### src/rtl/core/intel_hex_record_writer_core_assert.svh
// Assertion macros of the record writer core, used by ihrw_datapath.
// Depends on nothing; included by files that carry concurrent assertions.
`ifndef INTEL_HEX_RECORD_WRITER_CORE_ASSERT_SVH
`define INTEL_HEX_RECORD_WRITER_CORE_ASSERT_SVH

// Consequent must hold in the same cycle as the antecedent.
`define IHRW_ASSERT_NOW(label, clk, rst, ante, cons, msg) \
   label: assert property (@(posedge clk) disable iff (rst) (ante) |-> (cons)) \
      else $error(msg);

// Consequent must hold in the cycle after the antecedent.
`define IHRW_ASSERT_NEXT(label, clk, rst, ante, cons, msg) \
   label: assert property (@(posedge clk) disable iff (rst) (ante) |=> (cons)) \
      else $error(msg);

`endif

### src/rtl/core/ihrw_pkg.sv
// Types, codes and helper functions of the Intel HEX record writer core.
// Used by ihrw_ctrl, ihrw_datapath and the top level; depends on nothing.
package ihrw_pkg;

   localparam int FUNC_W      = 2;
   localparam int ADDR_W      = 23;
   localparam int DATA_W      = 16;
   localparam int CHAR_W      = 8;
   localparam int SEG_W       = 8;
   localparam int LADDR_W     = 24;
   localparam int REQ_TDATA_W = 40;
   localparam int SEG_REC_LEN = 2;

   localparam logic [FUNC_W-1:0] FUNC_WORD  = 2'd0;
   localparam logic [FUNC_W-1:0] FUNC_BYTE  = 2'd1;
   localparam logic [FUNC_W-1:0] FUNC_CLOSE = 2'd2;

   localparam logic [7:0] RTYPE_DATA    = 8'h00;
   localparam logic [7:0] RTYPE_EOF     = 8'h01;
   localparam logic [7:0] RTYPE_EXT_SEG = 8'h02;
   localparam logic [7:0] RTYPE_EXT_LIN = 8'h04;

   localparam logic [CHAR_W-1:0] ASCII_COLON = 8'h3A;
   localparam logic [CHAR_W-1:0] ASCII_CR    = 8'h0D;
   localparam logic [CHAR_W-1:0] ASCII_LF    = 8'h0A;

   typedef enum logic [3:0] {
      ST_IDLE,
      ST_PLAN,
      ST_COLON,
      ST_HEAD,
      ST_BODY,
      ST_CSUM,
      ST_CR,
      ST_LF,
      ST_COMMIT
   } state_type;

   typedef enum logic [1:0] {
      REC_DATA,
      REC_SEG,
      REC_EOF
   } rec_type;

   typedef enum logic [2:0] {
      F_COUNT,
      F_OFFHI,
      F_OFFLO,
      F_TYPE,
      F_PAYLOAD,
      F_CSUM
   } field_type;

   typedef enum logic [1:0] {
      CH_COLON,
      CH_HEX,
      CH_CR,
      CH_LF
   } char_sel_type;

   typedef struct packed {
      logic         latch;
      logic         emit;
      logic         last;
      char_sel_type sel;
      field_type    field;
      rec_type      rec;
      logic         nib_hi;
      logic         clear_fill;
      logic         commit;
   } cmd_type;

   typedef struct packed {
      logic out_free;
      logic flush_req;
      logic seg_req;
      logic eof_req;
      logic pay_none;
      logic pay_last;
   } status_type;

   function automatic logic [CHAR_W-1:0] hex_ascii(input logic [3:0] nib);
      logic [CHAR_W-1:0] wide;
      wide = {4'h0, nib};
      if (nib < 4'd10) begin
         return 8'h30 + wide;
      end else begin
         return 8'h37 + wide;
      end
   endfunction

endpackage

### src/rtl/core/ihrw_ctrl.sv
// Sequencer of the record writer: plans the records of one item and walks
// their characters. Depends on ihrw_pkg; drives ihrw_datapath by commands.
module ihrw_ctrl #(
   parameter int  LINE_BYTES = 16,
   localparam int IW = $clog2(LINE_BYTES)
) (
   input  logic                  clock,
   input  logic                  reset,
   input  logic                  req_tvalid,
   output logic                  req_tready,
   input  ihrw_pkg::status_type  status,
   output ihrw_pkg::cmd_type     cmd,
   output logic [IW-1:0]         pay_idx
);

   ihrw_pkg::state_type state_ff, state_in;
   ihrw_pkg::rec_type   rec_ff, rec_in;
   ihrw_pkg::field_type head_ff, head_in;
   logic                seg_pend_ff, seg_pend_in;
   logic                eof_pend_ff, eof_pend_in;
   logic                nib_ff, nib_in;
   logic [IW-1:0]       pay_ff, pay_in;

   assign pay_idx = pay_ff;

   always_ff @(posedge clock) begin
      if (reset) begin
         state_ff    <= ihrw_pkg::ST_IDLE;
         rec_ff      <= ihrw_pkg::REC_DATA;
         head_ff     <= ihrw_pkg::F_COUNT;
         seg_pend_ff <= 1'b0;
         eof_pend_ff <= 1'b0;
         nib_ff      <= 1'b0;
         pay_ff      <= '0;
      end else begin
         state_ff    <= state_in;
         rec_ff      <= rec_in;
         head_ff     <= head_in;
         seg_pend_ff <= seg_pend_in;
         eof_pend_ff <= eof_pend_in;
         nib_ff      <= nib_in;
         pay_ff      <= pay_in;
      end
   end

   always_comb begin
      state_in       = state_ff;
      rec_in         = rec_ff;
      head_in        = head_ff;
      seg_pend_in    = seg_pend_ff;
      eof_pend_in    = eof_pend_ff;
      nib_in         = nib_ff;
      pay_in         = pay_ff;
      req_tready     = 1'b0;
      cmd.latch      = 1'b0;
      cmd.emit       = 1'b0;
      cmd.last       = 1'b0;
      cmd.sel        = ihrw_pkg::CH_HEX;
      cmd.field      = head_ff;
      cmd.rec        = rec_ff;
      cmd.nib_hi     = !nib_ff;
      cmd.clear_fill = 1'b0;
      cmd.commit     = 1'b0;

      unique case (state_ff)
         ihrw_pkg::ST_IDLE: begin
            req_tready = 1'b1;
            if (req_tvalid) begin
               cmd.latch = 1'b1;
               state_in  = ihrw_pkg::ST_PLAN;
            end
         end
         ihrw_pkg::ST_PLAN: begin
            seg_pend_in = status.seg_req;
            eof_pend_in = status.eof_req;
            if (status.flush_req) begin
               rec_in   = ihrw_pkg::REC_DATA;
               state_in = ihrw_pkg::ST_COLON;
            end else if (status.seg_req) begin
               rec_in   = ihrw_pkg::REC_SEG;
               state_in = ihrw_pkg::ST_COLON;
            end else if (status.eof_req) begin
               rec_in   = ihrw_pkg::REC_EOF;
               state_in = ihrw_pkg::ST_COLON;
            end else begin
               state_in = ihrw_pkg::ST_COMMIT;
            end
         end
         ihrw_pkg::ST_COLON: begin
            cmd.sel = ihrw_pkg::CH_COLON;
            if (status.out_free) begin
               cmd.emit = 1'b1;
               head_in  = ihrw_pkg::F_COUNT;
               nib_in   = 1'b0;
               state_in = ihrw_pkg::ST_HEAD;
            end
         end
         ihrw_pkg::ST_HEAD: begin
            if (status.out_free) begin
               cmd.emit = 1'b1;
               nib_in   = !nib_ff;
               if (nib_ff) begin
                  unique case (head_ff)
                     ihrw_pkg::F_COUNT: head_in = ihrw_pkg::F_OFFHI;
                     ihrw_pkg::F_OFFHI: head_in = ihrw_pkg::F_OFFLO;
                     ihrw_pkg::F_OFFLO: head_in = ihrw_pkg::F_TYPE;
                     default: begin
                        pay_in = '0;
                        if (status.pay_none) begin
                           state_in = ihrw_pkg::ST_CSUM;
                        end else begin
                           state_in = ihrw_pkg::ST_BODY;
                        end
                     end
                  endcase
               end
            end
         end
         ihrw_pkg::ST_BODY: begin
            cmd.field = ihrw_pkg::F_PAYLOAD;
            if (status.out_free) begin
               cmd.emit = 1'b1;
               nib_in   = !nib_ff;
               if (nib_ff) begin
                  if (status.pay_last) begin
                     state_in = ihrw_pkg::ST_CSUM;
                  end else begin
                     pay_in = pay_ff + IW'(1);
                  end
               end
            end
         end
         ihrw_pkg::ST_CSUM: begin
            cmd.field = ihrw_pkg::F_CSUM;
            if (status.out_free) begin
               cmd.emit = 1'b1;
               nib_in   = !nib_ff;
               if (nib_ff) begin
                  state_in = ihrw_pkg::ST_CR;
               end
            end
         end
         ihrw_pkg::ST_CR: begin
            cmd.sel = ihrw_pkg::CH_CR;
            if (status.out_free) begin
               cmd.emit = 1'b1;
               state_in = ihrw_pkg::ST_LF;
            end
         end
         ihrw_pkg::ST_LF: begin
            cmd.sel = ihrw_pkg::CH_LF;
            // Only a data record can be followed by another record of the same item.
            cmd.last = !(rec_ff == ihrw_pkg::REC_DATA && (seg_pend_ff || eof_pend_ff));
            if (status.out_free) begin
               cmd.emit = 1'b1;
               state_in = ihrw_pkg::ST_COMMIT;
               if (rec_ff == ihrw_pkg::REC_DATA) begin
                  cmd.clear_fill = 1'b1;
                  if (seg_pend_ff) begin
                     rec_in   = ihrw_pkg::REC_SEG;
                     state_in = ihrw_pkg::ST_COLON;
                  end else if (eof_pend_ff) begin
                     rec_in   = ihrw_pkg::REC_EOF;
                     state_in = ihrw_pkg::ST_COLON;
                  end
               end
            end
         end
         ihrw_pkg::ST_COMMIT: begin
            cmd.commit = 1'b1;
            state_in   = ihrw_pkg::ST_IDLE;
         end
         default: begin
            state_in = ihrw_pkg::ST_IDLE;
         end
      endcase
   end

endmodule

### src/rtl/core/ihrw_datapath.sv
// Datapath of the record writer: request latch, line buffer, segment state,
// checksum, character generation and the result register.
// Depends on ihrw_pkg and intel_hex_record_writer_core_assert.svh.
`include "intel_hex_record_writer_core_assert.svh"

module ihrw_datapath #(
   parameter int  LINE_BYTES = 16,
   localparam int IW = $clog2(LINE_BYTES),
   localparam int FW = $clog2(LINE_BYTES + 1)
) (
   input  logic                              clock,
   input  logic                              reset,
   input  ihrw_pkg::cmd_type                 cmd,
   input  logic [IW-1:0]                     pay_idx,
   output ihrw_pkg::status_type              status,
   input  logic [ihrw_pkg::FUNC_W-1:0]       req_func,
   input  logic [ihrw_pkg::ADDR_W-1:0]       req_address,
   input  logic [ihrw_pkg::DATA_W-1:0]       req_data,
   output logic                              rsp_valid,
   input  logic                              rsp_ready,
   output logic [ihrw_pkg::CHAR_W-1:0]       rsp_char,
   output logic                              rsp_last
);

   logic [ihrw_pkg::FUNC_W-1:0]  func_ff;
   logic [ihrw_pkg::ADDR_W-1:0]  addr_ff;
   logic [ihrw_pkg::DATA_W-1:0]  data_ff;

   logic                         seg_known_ff, seg_known_in;
   logic [ihrw_pkg::SEG_W-1:0]   cur_seg_ff, cur_seg_in;
   logic [ihrw_pkg::LADDR_W-1:0] line_start_ff, line_start_in;
   logic [FW-1:0]                fill_ff, fill_in;
   logic [7:0]                   line_ff [LINE_BYTES];
   logic [7:0]                   sum_ff, sum_in;
   logic                         out_valid_ff, out_valid_in;
   logic [ihrw_pkg::CHAR_W-1:0]  out_char_ff, out_char_in;
   logic                         out_last_ff, out_last_in;

   logic [ihrw_pkg::LADDR_W-1:0] baddr;
   logic [ihrw_pkg::SEG_W-1:0]   req_seg;
   logic                         seg_ext;
   logic [15:0]                  seg_val;
   logic                         is_word;
   logic                         seg_change;
   logic [ihrw_pkg::LADDR_W:0]   eff_addr;
   logic [ihrw_pkg::LADDR_W:0]   line_end;
   logic [FW:0]                  fill_need;
   logic                         breaks;
   logic [FW-1:0]                pay_len;
   logic [FW-1:0]                pay_next;
   logic [FW-1:0]                wr_hi;
   logic [7:0]                   cur_byte;
   logic [3:0]                   nibble;
   logic [ihrw_pkg::CHAR_W-1:0]  char_val;
   logic                         out_free;

   // Request latch.
   always_ff @(posedge clock) begin
      if (cmd.latch) begin
         func_ff <= req_func;
         addr_ff <= req_address;
         data_ff <= req_data;
      end
   end

   assign is_word  = (func_ff == ihrw_pkg::FUNC_WORD);
   assign baddr    = {addr_ff, 1'b0};
   assign req_seg  = baddr[ihrw_pkg::LADDR_W-1 -: ihrw_pkg::SEG_W];
   // Segments from 16 up need an extended linear address record.
   assign seg_ext  = |req_seg[7:4];
   assign seg_val  = seg_ext ? {8'h00, req_seg} : {req_seg[3:0], 12'h000};
   assign seg_change = is_word && (!seg_known_ff || req_seg != cur_seg_ff);

   assign eff_addr  = is_word ? {1'b0, baddr} : {2'b00, addr_ff};
   assign line_end  = {1'b0, line_start_ff} + (ihrw_pkg::LADDR_W + 1)'(fill_ff);
   assign fill_need = {1'b0, fill_ff} + (is_word ? (FW + 1)'(2) : (FW + 1)'(1));
   assign breaks    = (fill_need > (FW + 1)'(LINE_BYTES)) ||
                      (fill_ff != '0 && eff_addr != line_end);

   always_comb begin
      unique case (cmd.rec)
         ihrw_pkg::REC_DATA: pay_len = fill_ff;
         ihrw_pkg::REC_SEG:  pay_len = FW'(ihrw_pkg::SEG_REC_LEN);
         default:            pay_len = '0;
      endcase
   end

   assign pay_next = FW'(pay_idx) + FW'(1);

   always_comb begin
      status.out_free = out_free;
      status.seg_req  = seg_change;
      status.eof_req  = (func_ff == ihrw_pkg::FUNC_CLOSE);
      status.pay_none = (pay_len == '0);
      status.pay_last = (pay_next == pay_len);
      unique case (func_ff)
         ihrw_pkg::FUNC_WORD:  status.flush_req = (seg_change && fill_ff != '0) || breaks;
         ihrw_pkg::FUNC_BYTE:  status.flush_req = breaks;
         ihrw_pkg::FUNC_CLOSE: status.flush_req = (fill_ff != '0);
         default:              status.flush_req = 1'b0;
      endcase
   end

   // Byte of the record field being printed.
   always_comb begin
      unique case (cmd.field)
         ihrw_pkg::F_COUNT: begin
            unique case (cmd.rec)
               ihrw_pkg::REC_DATA: cur_byte = 8'(fill_ff);
               ihrw_pkg::REC_SEG:  cur_byte = 8'(ihrw_pkg::SEG_REC_LEN);
               default:            cur_byte = 8'h00;
            endcase
         end
         ihrw_pkg::F_OFFHI: begin
            cur_byte = (cmd.rec == ihrw_pkg::REC_DATA) ? line_start_ff[15:8] : 8'h00;
         end
         ihrw_pkg::F_OFFLO: begin
            cur_byte = (cmd.rec == ihrw_pkg::REC_DATA) ? line_start_ff[7:0] : 8'h00;
         end
         ihrw_pkg::F_TYPE: begin
            unique case (cmd.rec)
               ihrw_pkg::REC_DATA: cur_byte = ihrw_pkg::RTYPE_DATA;
               ihrw_pkg::REC_SEG:
                  cur_byte = seg_ext ? ihrw_pkg::RTYPE_EXT_LIN : ihrw_pkg::RTYPE_EXT_SEG;
               default:            cur_byte = ihrw_pkg::RTYPE_EOF;
            endcase
         end
         ihrw_pkg::F_PAYLOAD: begin
            if (cmd.rec == ihrw_pkg::REC_DATA) begin
               cur_byte = line_ff[pay_idx];
            end else begin
               cur_byte = (pay_idx == '0) ? seg_val[15:8] : seg_val[7:0];
            end
         end
         default: begin
            cur_byte = 8'h00 - sum_ff;
         end
      endcase
   end

   assign nibble = cmd.nib_hi ? cur_byte[7:4] : cur_byte[3:0];

   always_comb begin
      unique case (cmd.sel)
         ihrw_pkg::CH_COLON: char_val = ihrw_pkg::ASCII_COLON;
         ihrw_pkg::CH_HEX:   char_val = ihrw_pkg::hex_ascii(nibble);
         ihrw_pkg::CH_CR:    char_val = ihrw_pkg::ASCII_CR;
         default:            char_val = ihrw_pkg::ASCII_LF;
      endcase
   end

   // Running checksum; a byte counts once its low digit goes out.
   always_comb begin
      sum_in = sum_ff;
      if (cmd.emit) begin
         if (cmd.sel == ihrw_pkg::CH_COLON) begin
            sum_in = 8'h00;
         end else if (cmd.sel == ihrw_pkg::CH_HEX && !cmd.nib_hi &&
                      cmd.field != ihrw_pkg::F_CSUM) begin
            sum_in = sum_ff + cur_byte;
         end
      end
   end

   always_ff @(posedge clock) begin
      sum_ff <= sum_in;
   end

   // Line state and segment state, updated at commit; the fill also clears as a data record ends.
   always_comb begin
      seg_known_in  = seg_known_ff;
      cur_seg_in    = cur_seg_ff;
      line_start_in = line_start_ff;
      fill_in       = fill_ff;
      if (cmd.clear_fill) begin
         fill_in = '0;
      end
      if (cmd.commit) begin
         unique case (func_ff)
            ihrw_pkg::FUNC_WORD: begin
               if (seg_change) begin
                  seg_known_in = 1'b1;
                  cur_seg_in   = req_seg;
               end
               if (fill_ff == '0) begin
                  line_start_in = baddr;
               end
               fill_in = fill_ff + FW'(2);
            end
            ihrw_pkg::FUNC_BYTE: begin
               if (fill_ff == '0) begin
                  line_start_in = {1'b0, addr_ff};
               end
               fill_in = fill_ff + FW'(1);
            end
            ihrw_pkg::FUNC_CLOSE: begin
               seg_known_in = 1'b0;
            end
            default: begin
            end
         endcase
      end
   end

   always_ff @(posedge clock) begin
      if (reset) begin
         seg_known_ff  <= 1'b0;
         cur_seg_ff    <= '0;
         line_start_ff <= '0;
         fill_ff       <= '0;
      end else begin
         seg_known_ff  <= seg_known_in;
         cur_seg_ff    <= cur_seg_in;
         line_start_ff <= line_start_in;
         fill_ff       <= fill_in;
      end
   end

   assign wr_hi = fill_ff + FW'(1);

   always_ff @(posedge clock) begin
      if (cmd.commit) begin
         if (func_ff == ihrw_pkg::FUNC_WORD) begin
            line_ff[fill_ff[IW-1:0]] <= data_ff[7:0];
            line_ff[wr_hi[IW-1:0]]   <= data_ff[15:8];
         end else if (func_ff == ihrw_pkg::FUNC_BYTE) begin
            line_ff[fill_ff[IW-1:0]] <= data_ff[7:0];
         end
      end
   end

   // Result register.
   assign out_free = !out_valid_ff || rsp_ready;

   always_comb begin
      out_valid_in = out_valid_ff;
      out_char_in  = out_char_ff;
      out_last_in  = out_last_ff;
      if (cmd.emit) begin
         out_valid_in = 1'b1;
         out_char_in  = char_val;
         out_last_in  = cmd.last;
      end else if (rsp_ready) begin
         out_valid_in = 1'b0;
      end
   end

   always_ff @(posedge clock) begin
      if (reset) begin
         out_valid_ff <= 1'b0;
      end else begin
         out_valid_ff <= out_valid_in;
      end
   end

   always_ff @(posedge clock) begin
      out_char_ff <= out_char_in;
      out_last_ff <= out_last_in;
   end

   assign rsp_valid = out_valid_ff;
   assign rsp_char  = out_char_ff;
   assign rsp_last  = out_last_ff;

   `IHRW_ASSERT_NOW(a_fill_bound, clock, reset, 1'b1, fill_ff <= FW'(LINE_BYTES),
      "line buffer fill count exceeds the line length")
   `IHRW_ASSERT_NOW(a_emit_when_free, clock, reset, cmd.emit, out_free,
      "character issued while the result register is still occupied")
   `IHRW_ASSERT_NOW(a_payload_filled, clock, reset,
      cmd.emit && cmd.field == ihrw_pkg::F_PAYLOAD && cmd.rec == ihrw_pkg::REC_DATA,
      FW'(pay_idx) < fill_ff, "data record reads an unfilled line entry")
   `IHRW_ASSERT_NEXT(a_word_buffered, clock, reset,
      cmd.commit && func_ff == ihrw_pkg::FUNC_WORD, fill_ff >= FW'(2),
      "word write did not leave both bytes in the line buffer")

endmodule

### src/rtl/core/intel_hex_record_writer_core.sv
// Channel  Dir  Transfer content
// req      in   tuser: func; tdata: address, data
// rsp      out  tdata: hex_char; tlast: last character of the item
//
// An item with no record is accepted, planned and committed; otherwise its
// records' characters are issued between the plan and the commit steps.
// Within a record, characters leave at one per cycle while rsp_tready is high,
// set by the single result register.
// Synchronous reset empties the line buffer, forgets the segment and
// discards any character waiting in the result register.
// rsp_tready low stalls the character sequencer; the next item is taken as
// soon as the previous one is committed, even while its last character waits.
module intel_hex_record_writer_core #(
   parameter int LINE_BYTES = 16
) (
   input  logic                              clock,
   input  logic                              reset,
   input  logic                              req_tvalid,
   output logic                              req_tready,
   // [22:0] address, [38:23] data, [39] zero
   input  logic [ihrw_pkg::REQ_TDATA_W-1:0]  req_tdata,
   // [1:0] func
   input  logic [ihrw_pkg::FUNC_W-1:0]       req_tuser,
   output logic                              rsp_tvalid,
   input  logic                              rsp_tready,
   // [7:0] hex_char
   output logic [ihrw_pkg::CHAR_W-1:0]       rsp_tdata,
   output logic                              rsp_tlast
);

   localparam int IW = $clog2(LINE_BYTES);

   ihrw_pkg::cmd_type    cmd;
   ihrw_pkg::status_type status;
   logic [IW-1:0]        pay_idx;

   ihrw_ctrl #(
      .LINE_BYTES (LINE_BYTES)
   ) u_ctrl (
      .clock      (clock),
      .reset      (reset),
      .req_tvalid (req_tvalid),
      .req_tready (req_tready),
      .status     (status),
      .cmd        (cmd),
      .pay_idx    (pay_idx)
   );

   ihrw_datapath #(
      .LINE_BYTES (LINE_BYTES)
   ) u_datapath (
      .clock       (clock),
      .reset       (reset),
      .cmd         (cmd),
      .pay_idx     (pay_idx),
      .status      (status),
      .req_func    (req_tuser),
      .req_address (req_tdata[ihrw_pkg::ADDR_W-1:0]),
      .req_data    (req_tdata[ihrw_pkg::ADDR_W +: ihrw_pkg::DATA_W]),
      .rsp_valid   (rsp_tvalid),
      .rsp_ready   (rsp_tready),
      .rsp_char    (rsp_tdata),
      .rsp_last    (rsp_tlast)
   );

endmodule

### config.mk
export PLATFORM = sky130hd
export DESIGN_NAME = intel_hex_record_writer_core
export DESIGN_NICKNAME = d
export VERILOG_FILES = /design/src/rtl/core/ihrw_pkg.sv /design/src/rtl/core/ihrw_ctrl.sv /design/src/rtl/core/ihrw_datapath.sv /design/src/rtl/core/intel_hex_record_writer_core.sv
export VERILOG_INCLUDE_DIRS = /design/src /design/src/rtl/core
export SDC_FILE = /design/constraint.sdc
export NUM_CORES = 1
export LEC_CHECK = 0
export ABC_CLOCK_PERIOD_IN_PS = 7230
export BUFFER_PORTS_ARGS = -buffer_cell sky130_fd_sc_hd__buf_2
export CORE_UTILIZATION = 55
export DETAILED_ROUTE_END_ITERATION = 12
export PLACE_DENSITY = 0.73
export SLEW_MARGIN = 20
export SYNTH_ARGS = -nofsm -noshare
export SYNTH_HDL_FRONTEND = slang
export SYNTH_SLANG_ARGS = --single-unit
### constraint.sdc
create_clock -name clock -period 7.23 [get_ports clock]
set_input_delay 1.8075 -clock clock [delete_from_list [all_inputs] [get_ports clock]]
set_output_delay 1.8075 -clock clock [all_outputs]
set_load 0.01 [all_outputs]
### Yosys cells after proc, flatten, opt, wreduce, memory -nomap -nowiden

Memories as Yosys holds them, arrays and structs flattened. A register that Yosys moved wholly into a read port is not among the register bits.
Cells that the tools add are included.

* register bits: 113
* bits in writable memories: 128
* logic and storage cells: 213
* output and inout bits: 11
* bits of input ports: 46
* memories: 1

* magnitude comparators: 2
* eq/ne operators: 44
* $add $sub $neg: 10
* bitwise gates (word level): 1
* reductions and logical operators: 46
* multiplexer cells: 91

Memory list
* u_datapath.line_ff: depth 16, bits a word 8, read ports 1, clocked after memory_dff 1, wr ports 2, RTL line ihrw_datapath.sv:33 `logic [7:0] line_ff [LINE_BYTES];`

Operators by type and width (number)
* 4-bit two-way mux: 27
* 24-bit two-way mux: 3
* 8-bit two-way mux: 7
* 24-bit case mux with 2 select lines: 1
* 8-bit case mux with 5 select lines: 1
* 4-bit case mux with 8 select lines: 1
* 5-bit case mux with 2 select lines: 3
* 24-bit by 5-bit adder with 25-bit output: 1
* 25-bit inequality test: 1
* 2-bit by 1-bit inequality test with 1-bit output (second input constant): 12
* 8-bit case mux with 3 select lines: 1
* 1-bit two-way mux: 22
* 4-bit by 3-bit equality test with 1-bit output (second input constant): 4
* 16-bit two-way mux: 1
* 2-bit two-way mux: 8
* 8-bit case mux with 2 select lines: 1
* 2-bit nonzero test: 8
* 6-bit by 4-bit adder with 7-bit output (first input constant): 2
* 3-bit two-way mux: 4
* 2-bit inequality test (second input constant): 6
* 3-bit case mux with 2 select lines: 2
* 12-bit AND reduction: 1
* 5-bit logical NOT: 2
* 5-bit two-way mux: 2
* 45 further kinds: 73

### Depth between registers and ports, before layout

* depth after elaboration: 9
* mapped depth: 18
* mapped depth without buffers: 16

### By module

From an unflattened synthesis, not the netlist that was laid out.

* cells, all modules: 1278
* area, all modules: 14590.2 um^2

By module, submodules not included
* ihrw_datapath: instances 1, area each 13494.2 um^2, cells an instance 1141
* ihrw_ctrl: instances 1, area each 1096.1 um^2, cells an instance 137

### Least setup slack after synthesis

OpenSTA, ideal clock, no wires.

* path kind: register to register
* start point: register (tool-made name)
* end point: register u_datapath.sum_ff[6] (data pin)
* stages on the path, launching flop included: 16
* setup slack: 3.374 ns
* setup time: 0.282 ns
* arrival time: 3.574 ns
* cells stage by stage: dfxtp_1 > buf_2 > buf_2 > buf_2 > mux4_2 > mux4_2 > a21oi_1 > o22ai_1 > ha_1 > fa_1 > a21oi_1 > o21bai_1 > a21o_1 > a21oi_1 > xor2_1 > nor2_1

RTL lines
* end signal: assignment: RTL line ihrw_datapath.sv:166 `sum_ff <= sum_in;`
* end: declaration: RTL line ihrw_datapath.sv:34 `logic [7:0] sum_ff, sum_in;`

==> impl_metrics.json <==
{
  "synth-seq-area-share": 0.485,
  "cp-start-kind": "flop",
  "dieWidth_microns": 161,
  "ys_warn_count": 0,
  "hold_depth": 2,
  "drt_wl_total_mm": 33.0,
  "nets": 1270,
  "irDropWorstVdd_v": 0.000295,
  "rsz0062_at_grt": "false",
  "htree_levels": 1,
  "yosys.area.top_type": "edfxtp_1",
  "synth_edf_count": 185,
  "hold_viol": 0,
  "antenna_found_initial": 0,
  "track_usage": 0.260,
  "worst_hold_path.endpoint": "u_datapath.seg_known_ff",
  "synth_area_sq_um": 13800,
  "gp_congestion": 0.921,
  "clk_latency_ns": 0.55,
  "synth_top_area_frac": 0.401,
  "finalSetupViolCount": 0,
  "setup-tns-final_ns": 0,
  "core-area_sq_um": 24500,
  "viasPerCell": 6.26,
  "fmax_ghz": 0.225,
  "routedWlPerCell_microns": 21.5,
  "drc_errors": 0,
  "cts-resized-gates": 0,
  "dp_slack_ns": 2.76,
  "pin_count": 57,
  "hpwlAfterDp_mm": 22.0,
  "path_clk_slew_ns": 0.06,
  "path_class": "reg2reg",
  "r2r_slack_ns": 2.79,
  "netlist_top_cells_area": "edfxtp_1 40%, mux2_2 11%, dfxtp_1 8.4%",
  "cp_slowest_cell": "mux4_2",
  "synth_cells": 1169,
  "critPathMaxStageDelay_ns": 0.62,
  "final_critical_path_setup_slack_ns": 2.79,
  "grt_pass1_wl_mm": 51.9,
  "hp-class": "reg2reg",
  "cts_hold_buffers": 0,
  "die-area_sq_um": 25800,
  "io_buffers": 54,
  "synth_area_per_cell_sq_um": 11.8,
  "slew_violations": 0,
  "grt_overflow": 0,
  "fin_area_sq_um": 15100,
  "grt_max_degree": 53,
  "drive_above_1_share": 0.245,
  "initial_core_util": 0.564,
  "relSlewSlack": 0.247,
  "synth.distinct_cells": 73,
  "cts_tree": "built",
  "die_height_microns": 161,
  "hp-start": "u_datapath.seg_known_ff",
  "critPathRequiredTime_ns": 7.50,
  "endpoint_kind": "flop",
  "vias": 9592,
  "fin_skew_ns": 0.00928,
  "placed_area_sq_um": 14300,
  "cp_max_fo": 24,
  "r2r.worst_path.cells": 15,
  "cts_root_buf": "clkbuf_16",
  "critPathMostFrequentCell": "a21oi_1",
  "worstPathCellList": "buf_4, mux4_2, mux4_2, a21oi_1, nor2_1, o32a_1, ha_1, a21o_1, a21oi_1, o21bai_1, a21oi_1, o21bai_1, a21oi_1, xor2_1, nor2_1",
  "async_flop_share": 0,
  "critPathArrivalTime_ns": 4.71,
  "status": "finished clean",
  "p_per_area_nw_per_um2": 283,
  "antenna_cells": 0,
  "drt-initial-drc-count": 794,
  "leakagePower_nw": 5.27,
  "maxCapViolCount": 0,
  "clk_path_buf_depth": 3,
  "period_needed_ns": 4.44,
  "cts_setup_buffers": 0,
  "worstReg2RegEnd": "u_datapath.sum_ff[7]",
  "grt_pass1_vias": 9347,
  "ys_seq_elements": 243,
  "utilization": 0.617,
  "ant_nets": 0,
  "drtPass1Iterations": 5,
  "cts_buffers": 25,
  "synth_nets": 1249,
  "num_rows": 57,
  "area_growth_pct": 9.23,
  "post-route-period-util": 0.614,
  "ys.flop_type": "edfxtp_1",
  "tightestPinTransition_ns": 1.12,
  "cts_sinks": 243
}
## placed cells by master, fill, tap and decap left out, types with 8 or more instances in the layout
master     instances
ha_1              31
a21oi_1           49
mux2_2           133
nand2_1           59
nor2_1            99
o21ai_0           44
nor2b_1           11
nor4_1            11
nor3_1            19
o21ai_1           10
edfxtp_1         185
buf_2             54
buf_4             17
and2_1             8
mux4_2            39
nand2b_1          16
dfxtp_1           57
nand3_1           24
xnor2_1           26
xor2_1            31
inv_1             19
clkbuf_16         25
clkbuf_1           9
mux2i_1           58
a211oi_1          30
nand4_1            9
a31oi_1           14
## synth_stat cells, types with 4 or more instances
library cell and number:
mux2i_1 58, nor2b_1 11, o21bai_1 4, a22oi_1 7, and3_1 7, edfxtp_1 185
a21o_1 4, and2_1 9, a221oi_1 4, a31oi_1 14, buf_2 4, nand2b_1 16
xnor2_1 26, or3_1 5, ha_1 31, a211oi_1 30, mux2_2 133, nand3b_1 5
o21ai_0 52, dfxtp_1 58, xor2_1 31, buf_4 5, nand3_1 24, clkbuf_1 63
a311oi_1 4, mux4_2 39, o22ai_1 6, a21oi_1 49, nor4_1 11, nand2_1 59
nor3_1 20, nand4_1 9, nor2_1 101, inv_1 19, or2_2 6
## where the power goes
group          switching [mW]  internal (mW)
sequential              0.256           1.72
clock                   0.539          0.715
combinational           0.560          0.496
## per-layer routing
metal	routed length (microns)	GRT usage	share of wire	up-vias
met1	13500	0.337	0.41	4679
met4	1430	0.108	0.043	0
met3	2040	0.0387	0.062	87
met2	16000	0.435	0.49	353
li1	-	-	-	4473
met5	0	0	0	-
## per-stage QoR
| step | hold WS (ns) | total power, mW | instances |
|---|---|---|---|
| 6_report | 0.489 | 4.29 | 1533 |
| 5_1_grt | 0.512 | 4.49 | 1533 |
| 4_1_cts | 0.488 | 4.29 | 1533 |
| 3_5_place_dp | 0.474 | 3.04 | 1487 |
| 3_3_place_gp | 0.459 | 3.01 | 1487 |
| 2_1_floorplan | 0.446 | 2.76 | 1169 |
## critical path: cells and delay by family, from the launching register on
kind	cells	cell delay, ns
AND/OR/NAND/NOR	2	0.11
flip-flops	1	0.36
XOR/XNOR	1	0.16
AO/OA/AOI/OAI	8	1.59
adder cells (fa/ha/maj)	1	0.31
buffers and inverters	1	0.47
multiplexers	2	1.14
## final cells by class
class | count | area, sq um
clock inverters | 5 | 41.3
flip-flops and latches | 243 | 6720
inverters | 20 | 80.1
clock buffers | 41 | 756
well taps | 324 | 405
fillers | 1986 | 9410
multi-input cells | 829 | 6730
repair buffers | 71 | 398
## how the worst max path moves through the flow
stage,end,slack (ns),from,cells after the start
after floorplan,u_datapath.sum_ff[6],3.37,flop,15
after global placement,u_datapath.sum_ff[7],2.80,flop,15
after detailed placement,u_datapath.sum_ff[7],2.76,flop,15
after CTS,u_datapath.sum_ff[7],2.73,flop,15
after global routing,u_datapath.sum_ff[7],2.56,flop,15
final,u_datapath.sum_ff[7],2.79,flop,15
## registers in the layout, summed over array words and instances, names as in the netlist, named ones only
signal and count:
u_ctrl.state_ff 4, u_ctrl.seg_pend_ff 1, u_ctrl.head_ff 2, u_datapath.sum_ff 8, u_datapath.seg_known_ff 1, u_datapath.rsp_last 1, u_ctrl.nib_ff 1, u_datapath.func_ff 2
u_datapath.rsp_valid 1, u_ctrl.rec_ff 2, u_datapath.fill_ff 5, u_datapath.line_start_ff 24, u_datapath.data_ff 16, u_datapath.cur_seg_ff 8, u_datapath.rsp_char 7, u_ctrl.eof_pend_ff 1
u_datapath.line_ff 128, u_datapath.addr_ff 23, u_ctrl.pay_idx 4
## cell families after synthesis
family                   synth area share
adder cells (fa/ha/maj)            0.0323
multiplexers                        0.214
buffers and inverters              0.0300
AO/OA/AOI/OAI                      0.0937
AND/OR/NAND/NOR                     0.105
XOR/XNOR                           0.0389
other                            0.000271
flip-flops                          0.485
Note: power is estimated with default switching activity, not from simulation.
